### src/pcts_pkg.sv
// ----------------------------------------------------------------------------
// pcts_pkg
// Widths, codes and defaults shared by the circuit table current sum core.
// ----------------------------------------------------------------------------
`default_nettype none

package pcts_pkg;

  localparam int TABLE_ENTRIES_DEF = 16;
  localparam int BATTERY_SLOTS_DEF = 4;
  localparam int CFG_REGS          = 4;

  localparam int NODE_W  = 7;
  localparam int CIRC_W  = 16;
  localparam int KEY_W   = NODE_W + CIRC_W;
  localparam int CUR_W   = 21;
  localparam int VOLT_W  = 20;
  localparam int SUM_W   = 25;
  localparam int OUTC_W  = 2;
  localparam int CNT_W   = 3;
  localparam int CIDX_W  = 3;
  localparam int CDATA_W = 23;

  // Result outcome codes
  localparam logic [OUTC_W-1:0] OUTC_UPDATED = 2'd0;
  localparam logic [OUTC_W-1:0] OUTC_NEW     = 2'd1;
  localparam logic [OUTC_W-1:0] OUTC_DROPPED = 2'd2;

  // Configuration register indexes
  localparam logic [CIDX_W-1:0] CFG_IDX_COUNT    = 3'd0;
  localparam logic [CIDX_W-1:0] CFG_IDX_BAT_BASE = 3'd1;

endpackage

`default_nettype wire

### src/pcts_ram.sv
// ----------------------------------------------------------------------------
// pcts_ram
// Generic single write port, single read port RAM with registered read data.
// ----------------------------------------------------------------------------
`default_nettype none

module pcts_ram #(
  parameter int WIDTH = 8,
  parameter int DEPTH = 16
) (
  input  wire logic                     clk,
  input  wire logic                     wr_en,
  input  wire logic [$clog2(DEPTH)-1:0] wr_addr,
  input  wire logic [WIDTH-1:0]         wr_data,
  input  wire logic                     rd_en,
  input  wire logic [$clog2(DEPTH)-1:0] rd_addr,
  output logic      [WIDTH-1:0]         rd_data
);

  logic [WIDTH-1:0] mem_r [DEPTH];

  always_ff @(posedge clk) begin
    if (wr_en) begin
      mem_r[wr_addr] <= wr_data;
    end
    if (rd_en) begin
      rd_data <= mem_r[rd_addr];
    end
  end

endmodule

`default_nettype wire

### src/power_circuit_table_current_sum_core.sv
// ----------------------------------------------------------------------------
// power_circuit_table_current_sum_core
// Circuit table with preloaded battery entries and a battery current sum.
// ----------------------------------------------------------------------------
// Each input transfer is one decoded circuit status report. The core walks
// its circuit table one entry per cycle, in index order, and stops at the
// first entry that matches (same node and circuit) or is free; with neither
// the report is dropped. Then it adds up the currents of the battery entries
// one slot per cycle through a single accumulator and presents one result.
// An accepted report holds ready low until its result is handed to the
// output register, so the core takes no new report while one is in work;
// the table walk through the key RAM, with its registered read, takes most
// of that time. A finished result waits in the output register, so the
// next report is taken while it is still unread; only a result that is
// still unread when the next one is finished holds the core in its last
// step. Reset and every write to a listed configuration register rebuild
// the table through the rebuild state, with ready low while it runs; a
// write past the list changes nothing. Battery keys come straight from the
// configuration registers, non-battery keys live in the RAM and are guarded
// by per-entry valid flops.
// ----------------------------------------------------------------------------
`default_nettype none

module power_circuit_table_current_sum_core #(
  parameter int TABLE_ENTRIES = pcts_pkg::TABLE_ENTRIES_DEF,
  parameter int BATTERY_SLOTS = pcts_pkg::BATTERY_SLOTS_DEF
) (
  input  wire logic                                clk,
  input  wire logic                                rst_n,
  // report input
  input  wire logic                                in_valid,
  output logic                                     in_ready,
  input  wire logic [pcts_pkg::NODE_W-1:0]         in_source_node,
  input  wire logic [pcts_pkg::CIRC_W-1:0]         in_circuit_number,
  input  wire logic signed [pcts_pkg::CUR_W-1:0]   in_current_ma,
  input  wire logic [pcts_pkg::VOLT_W-1:0]         in_voltage_mv,
  // result output
  output logic                                     out_valid,
  input  wire logic                                out_ready,
  output logic signed [pcts_pkg::SUM_W-1:0]        out_total_current_ma,
  output logic [pcts_pkg::VOLT_W-1:0]              out_supply_mv,
  output logic                                     out_supply_updated,
  output logic [pcts_pkg::OUTC_W-1:0]              out_outcome,
  // configuration writes
  input  wire logic                                cfg_valid,
  output logic                                     cfg_ready,
  input  wire logic [pcts_pkg::CIDX_W-1:0]         cfg_index,
  input  wire logic [pcts_pkg::CDATA_W-1:0]        cfg_data
);

  import pcts_pkg::*;

  // Battery entries in use can never exceed the register count, the slot
  // count or the table size.
  localparam int BAT_A = (CFG_REGS < BATTERY_SLOTS) ? CFG_REGS : BATTERY_SLOTS;
  localparam int BAT_N = (BAT_A < TABLE_ENTRIES) ? BAT_A : TABLE_ENTRIES;
  localparam int PW    = $clog2(TABLE_ENTRIES);
  localparam int SKW   = (BAT_N > 1) ? $clog2(BAT_N) : 1;
  localparam int CW    = (PW > CNT_W) ? PW : CNT_W;

  // Sequencer states
  localparam logic [2:0] ST_CLR  = 3'd0;  // rebuild the table
  localparam logic [2:0] ST_IDLE = 3'd1;  // wait for a report
  localparam logic [2:0] ST_SCAN = 3'd2;  // walk the table
  localparam logic [2:0] ST_UPD  = 3'd3;  // write the chosen entry
  localparam logic [2:0] ST_SUM  = 3'd4;  // accumulate battery currents
  localparam logic [2:0] ST_OUT  = 3'd5;  // hand result to output register

  logic [2:0]              state_r, state_nxt;

  // configuration
  logic [CNT_W-1:0]        count_r, count_nxt;
  logic [KEY_W-1:0]        bkey_r [CFG_REGS];
  logic [KEY_W-1:0]        bkey_nxt [CFG_REGS];
  logic [CNT_W-1:0]        n_eff;

  // table state
  logic [TABLE_ENTRIES-1:0] vld_r, vld_nxt;
  logic signed [CUR_W-1:0] bcur_r [BAT_N];
  logic signed [CUR_W-1:0] bcur_nxt [BAT_N];
  logic [VOLT_W-1:0]       supply_r, supply_nxt;

  // item being worked on
  logic [KEY_W-1:0]        key_r, key_nxt;
  logic signed [CUR_W-1:0] cur_r, cur_nxt;
  logic [VOLT_W-1:0]       volt_r, volt_nxt;

  // walk
  logic [PW-1:0]           rd_ptr_r, rd_ptr_nxt;
  logic [PW-1:0]           cmp_ptr_r, cmp_ptr_nxt;
  logic                    cmp_vld_r, cmp_vld_nxt;
  logic [PW-1:0]           idx_r, idx_nxt;
  logic                    is_bat_r, is_bat_nxt;
  logic [OUTC_W-1:0]       outc_r, outc_nxt;
  logic                    upd_r, upd_nxt;

  // sum
  logic [SKW-1:0]          sum_k_r, sum_k_nxt;
  logic signed [SUM_W-1:0] acc_r, acc_nxt;

  // result register
  logic                    out_valid_r, out_valid_nxt;
  logic signed [SUM_W-1:0] out_sum_r, out_sum_nxt;
  logic [VOLT_W-1:0]       out_supply_r, out_supply_nxt;
  logic                    out_upd_r, out_upd_nxt;
  logic [OUTC_W-1:0]       out_outc_r, out_outc_nxt;

  // walk compare signals
  logic [KEY_W-1:0]        ram_rdata;
  logic                    ram_we;
  logic                    cmp_bat;
  logic [KEY_W-1:0]        bat_key;
  logic [KEY_W-1:0]        cmp_key;
  logic                    cmp_valid_bit;
  logic signed [CUR_W-1:0] sum_term;

  // Non-battery circuit keys; only ever read behind a set valid bit.
  pcts_ram #(
    .WIDTH (KEY_W),
    .DEPTH (TABLE_ENTRIES)
  ) u_key_ram (
    .clk     (clk),
    .wr_en   (ram_we),
    .wr_addr (idx_r),
    .wr_data (key_r),
    .rd_en   (state_r == ST_SCAN),
    .rd_addr (rd_ptr_r),
    .rd_data (ram_rdata)
  );

  assign ram_we = (state_r == ST_UPD) && (outc_r == OUTC_NEW);

  // Saturate the preload count.
  assign n_eff = (count_r > CNT_W'(BAT_N)) ? CNT_W'(BAT_N) : count_r;

  // Entry under compare: battery entries take their key from the registers.
  assign cmp_bat       = CW'(cmp_ptr_r) < CW'(n_eff);
  assign cmp_valid_bit = vld_r[cmp_ptr_r];
  assign cmp_key       = cmp_bat ? bat_key : ram_rdata;

  always_comb begin
    bat_key  = '0;
    sum_term = '0;
    for (int k = 0; k < BAT_N; k++) begin
      if (cmp_ptr_r == PW'(k)) begin
        bat_key = bkey_r[k];
      end
      if (sum_k_r == SKW'(k)) begin
        sum_term = bcur_r[k];
      end
    end
  end

  always_comb begin
    state_nxt      = state_r;
    count_nxt      = count_r;
    bkey_nxt       = bkey_r;
    vld_nxt        = vld_r;
    bcur_nxt       = bcur_r;
    supply_nxt     = supply_r;
    key_nxt        = key_r;
    cur_nxt        = cur_r;
    volt_nxt       = volt_r;
    rd_ptr_nxt     = rd_ptr_r;
    cmp_ptr_nxt    = cmp_ptr_r;
    cmp_vld_nxt    = cmp_vld_r;
    idx_nxt        = idx_r;
    is_bat_nxt     = is_bat_r;
    outc_nxt       = outc_r;
    upd_nxt        = upd_r;
    sum_k_nxt      = sum_k_r;
    acc_nxt        = acc_r;
    out_valid_nxt  = out_valid_r;
    out_sum_nxt    = out_sum_r;
    out_supply_nxt = out_supply_r;
    out_upd_nxt    = out_upd_r;
    out_outc_nxt   = out_outc_r;

    // drop the result once it transfers
    if (out_valid_r && out_ready) begin
      out_valid_nxt = 1'b0;
    end

    case (state_r)
      ST_CLR: begin
        // preloaded battery entries valid, everything else free
        for (int i = 0; i < TABLE_ENTRIES; i++) begin
          vld_nxt[i] = CW'(i) < CW'(n_eff);
        end
        for (int k = 0; k < BAT_N; k++) begin
          bcur_nxt[k] = '0;
        end
        state_nxt = ST_IDLE;
      end

      ST_IDLE: begin
        if (cfg_valid) begin
          if (cfg_index == CFG_IDX_COUNT) begin
            count_nxt = cfg_data[CNT_W-1:0];
            state_nxt = ST_CLR;
          end
          for (int k = 0; k < CFG_REGS; k++) begin
            if (cfg_index == CFG_IDX_BAT_BASE + CIDX_W'(k)) begin
              bkey_nxt[k] = cfg_data[KEY_W-1:0];
              state_nxt   = ST_CLR;
            end
          end
        end else if (in_valid) begin
          key_nxt     = {in_source_node, in_circuit_number};
          cur_nxt     = in_current_ma;
          volt_nxt    = in_voltage_mv;
          rd_ptr_nxt  = '0;
          cmp_vld_nxt = 1'b0;
          state_nxt   = ST_SCAN;
        end
      end

      ST_SCAN: begin
        // read one entry ahead of the compare
        rd_ptr_nxt  = rd_ptr_r + PW'(1);
        cmp_ptr_nxt = rd_ptr_r;
        cmp_vld_nxt = 1'b1;
        if (cmp_vld_r) begin
          idx_nxt    = cmp_ptr_r;
          is_bat_nxt = cmp_bat;
          if (cmp_valid_bit && (cmp_key == key_r)) begin
            outc_nxt  = OUTC_UPDATED;
            state_nxt = ST_UPD;
          end else if (!cmp_valid_bit) begin
            outc_nxt  = OUTC_NEW;
            state_nxt = ST_UPD;
          end else if (cmp_ptr_r == PW'(TABLE_ENTRIES - 1)) begin
            outc_nxt  = OUTC_DROPPED;
            state_nxt = ST_UPD;
          end
        end
      end

      ST_UPD: begin
        upd_nxt = 1'b0;
        if (outc_r != OUTC_DROPPED) begin
          vld_nxt[idx_r] = 1'b1;
          if (is_bat_r) begin
            for (int k = 0; k < BAT_N; k++) begin
              if (idx_r == PW'(k)) begin
                bcur_nxt[k] = cur_r;
              end
            end
            if (volt_r != '0) begin
              supply_nxt = volt_r;
              upd_nxt    = 1'b1;
            end
          end
        end
        sum_k_nxt = '0;
        acc_nxt   = '0;
        state_nxt = ST_SUM;
      end

      ST_SUM: begin
        if (CW'(sum_k_r) < CW'(n_eff)) begin
          acc_nxt = acc_r + {{(SUM_W - CUR_W){sum_term[CUR_W-1]}}, sum_term};
        end
        sum_k_nxt = sum_k_r + SKW'(1);
        if (sum_k_r == SKW'(BAT_N - 1)) begin
          state_nxt = ST_OUT;
        end
      end

      ST_OUT: begin
        // hold until the output register is free
        if (!out_valid_r || out_ready) begin
          out_valid_nxt  = 1'b1;
          out_sum_nxt    = acc_r;
          out_supply_nxt = supply_r;
          out_upd_nxt    = upd_r;
          out_outc_nxt   = outc_r;
          state_nxt      = ST_IDLE;
        end
      end

      default: begin
        state_nxt = ST_CLR;
      end
    endcase
  end

  // control state
  always_ff @(posedge clk) begin
    if (!rst_n) begin
      state_r     <= ST_CLR;
      count_r     <= '0;
      bkey_r      <= '{default: '0};
      vld_r       <= '0;
      supply_r    <= '0;
      cmp_vld_r   <= 1'b0;
      out_valid_r <= 1'b0;
    end else begin
      state_r     <= state_nxt;
      count_r     <= count_nxt;
      bkey_r      <= bkey_nxt;
      vld_r       <= vld_nxt;
      supply_r    <= supply_nxt;
      cmp_vld_r   <= cmp_vld_nxt;
      out_valid_r <= out_valid_nxt;
    end
  end

  // payload and datapath (battery currents are cleared by the rebuild state)
  always_ff @(posedge clk) begin
    bcur_r       <= bcur_nxt;
    key_r        <= key_nxt;
    cur_r        <= cur_nxt;
    volt_r       <= volt_nxt;
    rd_ptr_r     <= rd_ptr_nxt;
    cmp_ptr_r    <= cmp_ptr_nxt;
    idx_r        <= idx_nxt;
    is_bat_r     <= is_bat_nxt;
    outc_r       <= outc_nxt;
    upd_r        <= upd_nxt;
    sum_k_r      <= sum_k_nxt;
    acc_r        <= acc_nxt;
    out_sum_r    <= out_sum_nxt;
    out_supply_r <= out_supply_nxt;
    out_upd_r    <= out_upd_nxt;
    out_outc_r   <= out_outc_nxt;
  end

  assign in_ready             = (state_r == ST_IDLE) && !cfg_valid;
  assign cfg_ready            = (state_r == ST_IDLE);
  assign out_valid            = out_valid_r;
  assign out_total_current_ma = out_sum_r;
  assign out_supply_mv        = out_supply_r;
  assign out_supply_updated   = out_upd_r;
  assign out_outcome          = out_outc_r;

endmodule

`default_nettype wire

### config.mk
export PLATFORM = sky130hd
export DESIGN_NAME = power_circuit_table_current_sum_core
export DESIGN_NICKNAME = d
export VERILOG_FILES = /design/src/pcts_pkg.sv /design/src/pcts_ram.sv /design/src/power_circuit_table_current_sum_core.sv
export SDC_FILE = /design/constraint.sdc
export NUM_CORES = 1
export LEC_CHECK = 0
export BUFFER_PORTS_ARGS = -buffer_cell sky130_fd_sc_hd__buf_2
export CAP_MARGIN = 20
export CORE_AREA = 2 2 408 309
export DETAILED_ROUTE_END_ITERATION = 10
export DIE_AREA = 0 0 410 311
export PLACE_DENSITY = 0.36
export SLEW_MARGIN = 20
export SYNTH_ARGS = -nofsm -noshare
export SYNTH_HDL_FRONTEND = slang
export SYNTH_HIERARCHICAL = 1
export SYNTH_SLANG_ARGS = --single-unit
### constraint.sdc
create_clock -name clk -period 11.6 [get_ports clk]
set_input_delay 3.48 -clock clk [delete_from_list [all_inputs] [get_ports clk]]
set_output_delay 3.48 -clock clk [all_outputs]
set_load 0.05 [all_outputs]
==> impl_metrics.yaml <==
status:
  status: "finished, final reports clean"
global_route:
  grt_max_degree: 97
  first_pass_grt_wire_length_mm: 125
  groute.usage.overall_pct: 13.4
  grt_pass1_vias: 17700
  initial_antenna_violation_count: 6
  globalRouteOverflowTotal: 0
worst_setup_path:
  cp_data_required_time_ps: 8120
  timing.setup.critical_path_class: "input pin to primary output"
  cp-start-kind: "input pin"
  critPathArrivalTime_ps: 4060
  crit_path_end_kind: "primary output"
  critical_path_peak_fanout: 6
timing:
  rsz0062_at_grt: "no"
  layout_min_cycle_time_ps: 7540
  max_slew.worst_pin.slew_ps: 923
  max_slew_margin_pct: 37.9
  setup_violations: 0
  final_min_period_over_clock_period_pct: 65.0
  postLayoutSetupSlackWorst_ps: 4060
  fmax_mhz: 133
  finalSetupTns_ps: 0
  finalHoldViolations: 0
  final.setup_skew_ps: 33.3
  final-max-slew-violation-count: 0
cts:
  numCtsBuffers: 82
  h-tree-depth: 3
  clkSinkCount: 766
  path_clk_slew_ps: 60
  cts_resized: 0
  clkLatencyLatePin_ps: 670
  cts_hold_buf: 0
  cts-root-buf: "sky130_fd_sc_hd__clkbuf_16"
  tritoncts: "yes"
  clock_path_buffers: 3
  postCtsSetupBuffers: 0
route:
  drt-total-wl_mm: 86.1
  routed_wire_length_per_instance_um: 22.1
  routed.top_layer: "met5"
  met3RoutedLength_mm: 3.34
  detailedRoute.firstPassIterationCount: 5
  drt_first_iter_violations: 1167
  route.antenna.remaining_nets: 0
  wl_met2_mm: 37.0
  post-route-drc-count: 0
  met1_length_mm: 44.1
  routed-via-count: 17500
  vias_per_cell: 4.49
floorplanning:
  die_height_um: 311
  initial_utilization_pct: 24.8
  floorplan.io_pins: 146
  coreArea_um2: 123000
  fp.dieW_um: 410
  fp.dieArea_um2: 128000
  num_rows: 112
yosys:
  synth_enable_flop_cells: 630
  async_flop_share_pct: 0
  synth_top_flop_cell: "sky130_fd_sc_hd__edfxtp_1"
  syn_avg_cell_area_um2: 15.5
  ys_warn_count: 6
  synthesis.nets: 2107
  synth_cells: 1979
  synth_seq_cells: 766
  area_share_of_the_largest_cell_type_after_synthesis_pct: 61.8
  synth.cell_area_um2: 30600
  distinct_cell_type_count_of_the_synthesized_netlist: 63
  netlist_top_cells_area: "sky130_fd_sc_hd__edfxtp_1 (62%), sky130_fd_sc_hd__dfxtp_1 (8.9%), sky130_fd_sc_hd__mux4_2 (8.7%)"
  synthDominantAreaCellType: "sky130_fd_sc_hd__edfxtp_1"
  ys_seq_area_share_pct: 70.7
finish:
  area_overhead_vs_synth_pct: 18.3
  layoutNonFillerInstCount: 3892
  layout.cells.most_common_list: "sky130_fd_sc_hd__edfxtp_1 (630), sky130_fd_sc_hd__nand2_1 (262), sky130_fd_sc_hd__buf_2 (144)"
  final_common_cell: "sky130_fd_sc_hd__edfxtp_1"
  final_net_count: 2295
  final_layout_size_suffix_gt1_share_pct: 21.1
placed_design:
  sum_of_net_half_perimeters_after_detailed_placement_mm: 51.8
  post-place-cells: 3736
  pre_cts_slack_ps: 4050
  place.port_buffers: 145
  place.gp.congestion: 0.724
power_and_ir_drop:
  vdd.ir_drop.worst_v: 0.000103
  cellPowerDensity_nw_per_um2: 174
  design_power_total_w: 0.00630
  cellLeakagePower_nw: 12.0
run:
  max-cap-violations: 0
hold_path:
  min_path_type: "flop to flop"
-- report_power, final --
part           total, W  switching [W]  leakage, nW  internal, W
registers       0.00315      0.0000498         6.91      0.00310
logic          0.000568       0.000358         3.85     0.000210
clock network   0.00259        0.00113         1.27      0.00146
-- per-layer routing --
layer,up-vias,global-route usage [%]
li1,7958,-
met1,9025,20.5
met2,359,19.4
met3,114,2.50
met4,4,3.36
met5,-,0
-- cell families after synthesis --
kind of cell | share of synthesized area [%]
AOI/OAI and AO/OA | 7.46
adders and majority gates | 1.37
muxes | 9.57
DFF | 70.7
xor gates and xnor gates | 1.43
buffers and inverters | 1.73
and+or+nand+nor | 7.72
-- flip-flops by register name, indices dropped and copies added (netlist names), 2 cells and up --
| register | cells |
|---|---|
| bkey_r | 92 |
| volt_r | 20 |
| bcur_r | 84 |
| cur_r | 21 |
| out_outcome | 2 |
| rd_ptr_r | 4 |
| u_key_ram/mem_r | 368 |
| cmp_ptr_r | 4 |
| acc_r | 25 |
| u_key_ram/rd_data | 23 |
| vld_r | 16 |
| out_supply_mv | 20 |
| outc_r | 2 |
| count_r | 3 |
| sum_k_r | 2 |
| key_r | 23 |
| out_total_current_ma | 25 |
| supply_r | 20 |
| idx_r | 4 |
| state_r | 3 |
-- synthesized netlist by cell type (3+ instances only) --
cell type	n
sky130_fd_sc_hd__a211oi_1	4
sky130_fd_sc_hd__edfxtp_1	630
sky130_fd_sc_hd__a21boi_0	90
sky130_fd_sc_hd__xnor2_1	21
sky130_fd_sc_hd__nor3b_1	6
sky130_fd_sc_hd__ha_1	32
sky130_fd_sc_hd__and3_1	29
sky130_fd_sc_hd__clkbuf_1	63
sky130_fd_sc_hd__nor2_1	116
sky130_fd_sc_hd__nand3b_1	6
sky130_fd_sc_hd__a22oi_1	68
sky130_fd_sc_hd__o32ai_1	3
sky130_fd_sc_hd__a21oi_1	67
sky130_fd_sc_hd__buf_4	6
sky130_fd_sc_hd__o22ai_1	6
sky130_fd_sc_hd__buf_1	7
sky130_fd_sc_hd__buf_6	5
sky130_fd_sc_hd__nor4_1	9
sky130_fd_sc_hd__nor2b_1	32
sky130_fd_sc_hd__mux2i_1	25
sky130_fd_sc_hd__nor4bb_1	6
sky130_fd_sc_hd__a21o_1	8
sky130_fd_sc_hd__xor2_1	29
sky130_fd_sc_hd__mux4_2	118
sky130_fd_sc_hd__a31oi_1	11
sky130_fd_sc_hd__nand3_1	10
sky130_fd_sc_hd__inv_1	27
sky130_fd_sc_hd__nand2b_1	11
sky130_fd_sc_hd__o21ai_0	46
sky130_fd_sc_hd__dfxtp_1	136
sky130_fd_sc_hd__nand2_1	262
sky130_fd_sc_hd__nand4_1	6
sky130_fd_sc_hd__buf_2	13
sky130_fd_sc_hd__nor3_1	11
sky130_fd_sc_hd__o21a_1	7
sky130_fd_sc_hd__o21bai_1	8
sky130_fd_sc_hd__or2_2	7
sky130_fd_sc_hd__and2_1	4
sky130_fd_sc_hd__a21boi_1	4
-- through the flow --
step / area [µm²] / util, % / hold WS [ps]
finish: 36200 / 29.3 / 401
global route: 36200 / 29.3 / 427
CTS: 36200 / 29.3 / 396
detailed placement: 33600 / 27.2 / 407
global placement: 33500 / 27.2 / 406
floorplan: 30600 / - / 400
-- final cells by class --
cell class                      count  area (µm²)
Multi-Input combinational cell   1092        8610
Inverter                           27         101
Clock inverter                     45         447
Tap cell                         1653        2070
Antenna cell                        3        7.51
Clock buffer                      108        2160
Fill cell                       12300       87200
Sequential cell                   766       21600
Timing Repair Buffer              198        1180
-- worst max-delay path: stages --
cell and delay, ps:
sky130_fd_sc_hd__buf_2 130, sky130_fd_sc_hd__nor2_1 150, sky130_fd_sc_hd__buf_2 290
-- path summary, 6_finish.rpt --
check / from / end / slack (ps) / cells after the start
worst max-delay path: cfg_valid / in_ready / 4060 / 3
worst min-delay path: supply_r[11] / out_supply_mv[11] / 400 / 0
worst max register to register: sum_k_r[1] / acc_r[22] / 6560 / 18
worst min register to register: supply_r[11] / out_supply_mv[11] / 400 / 0
Note: power is estimated with default switching activity, not from simulation.
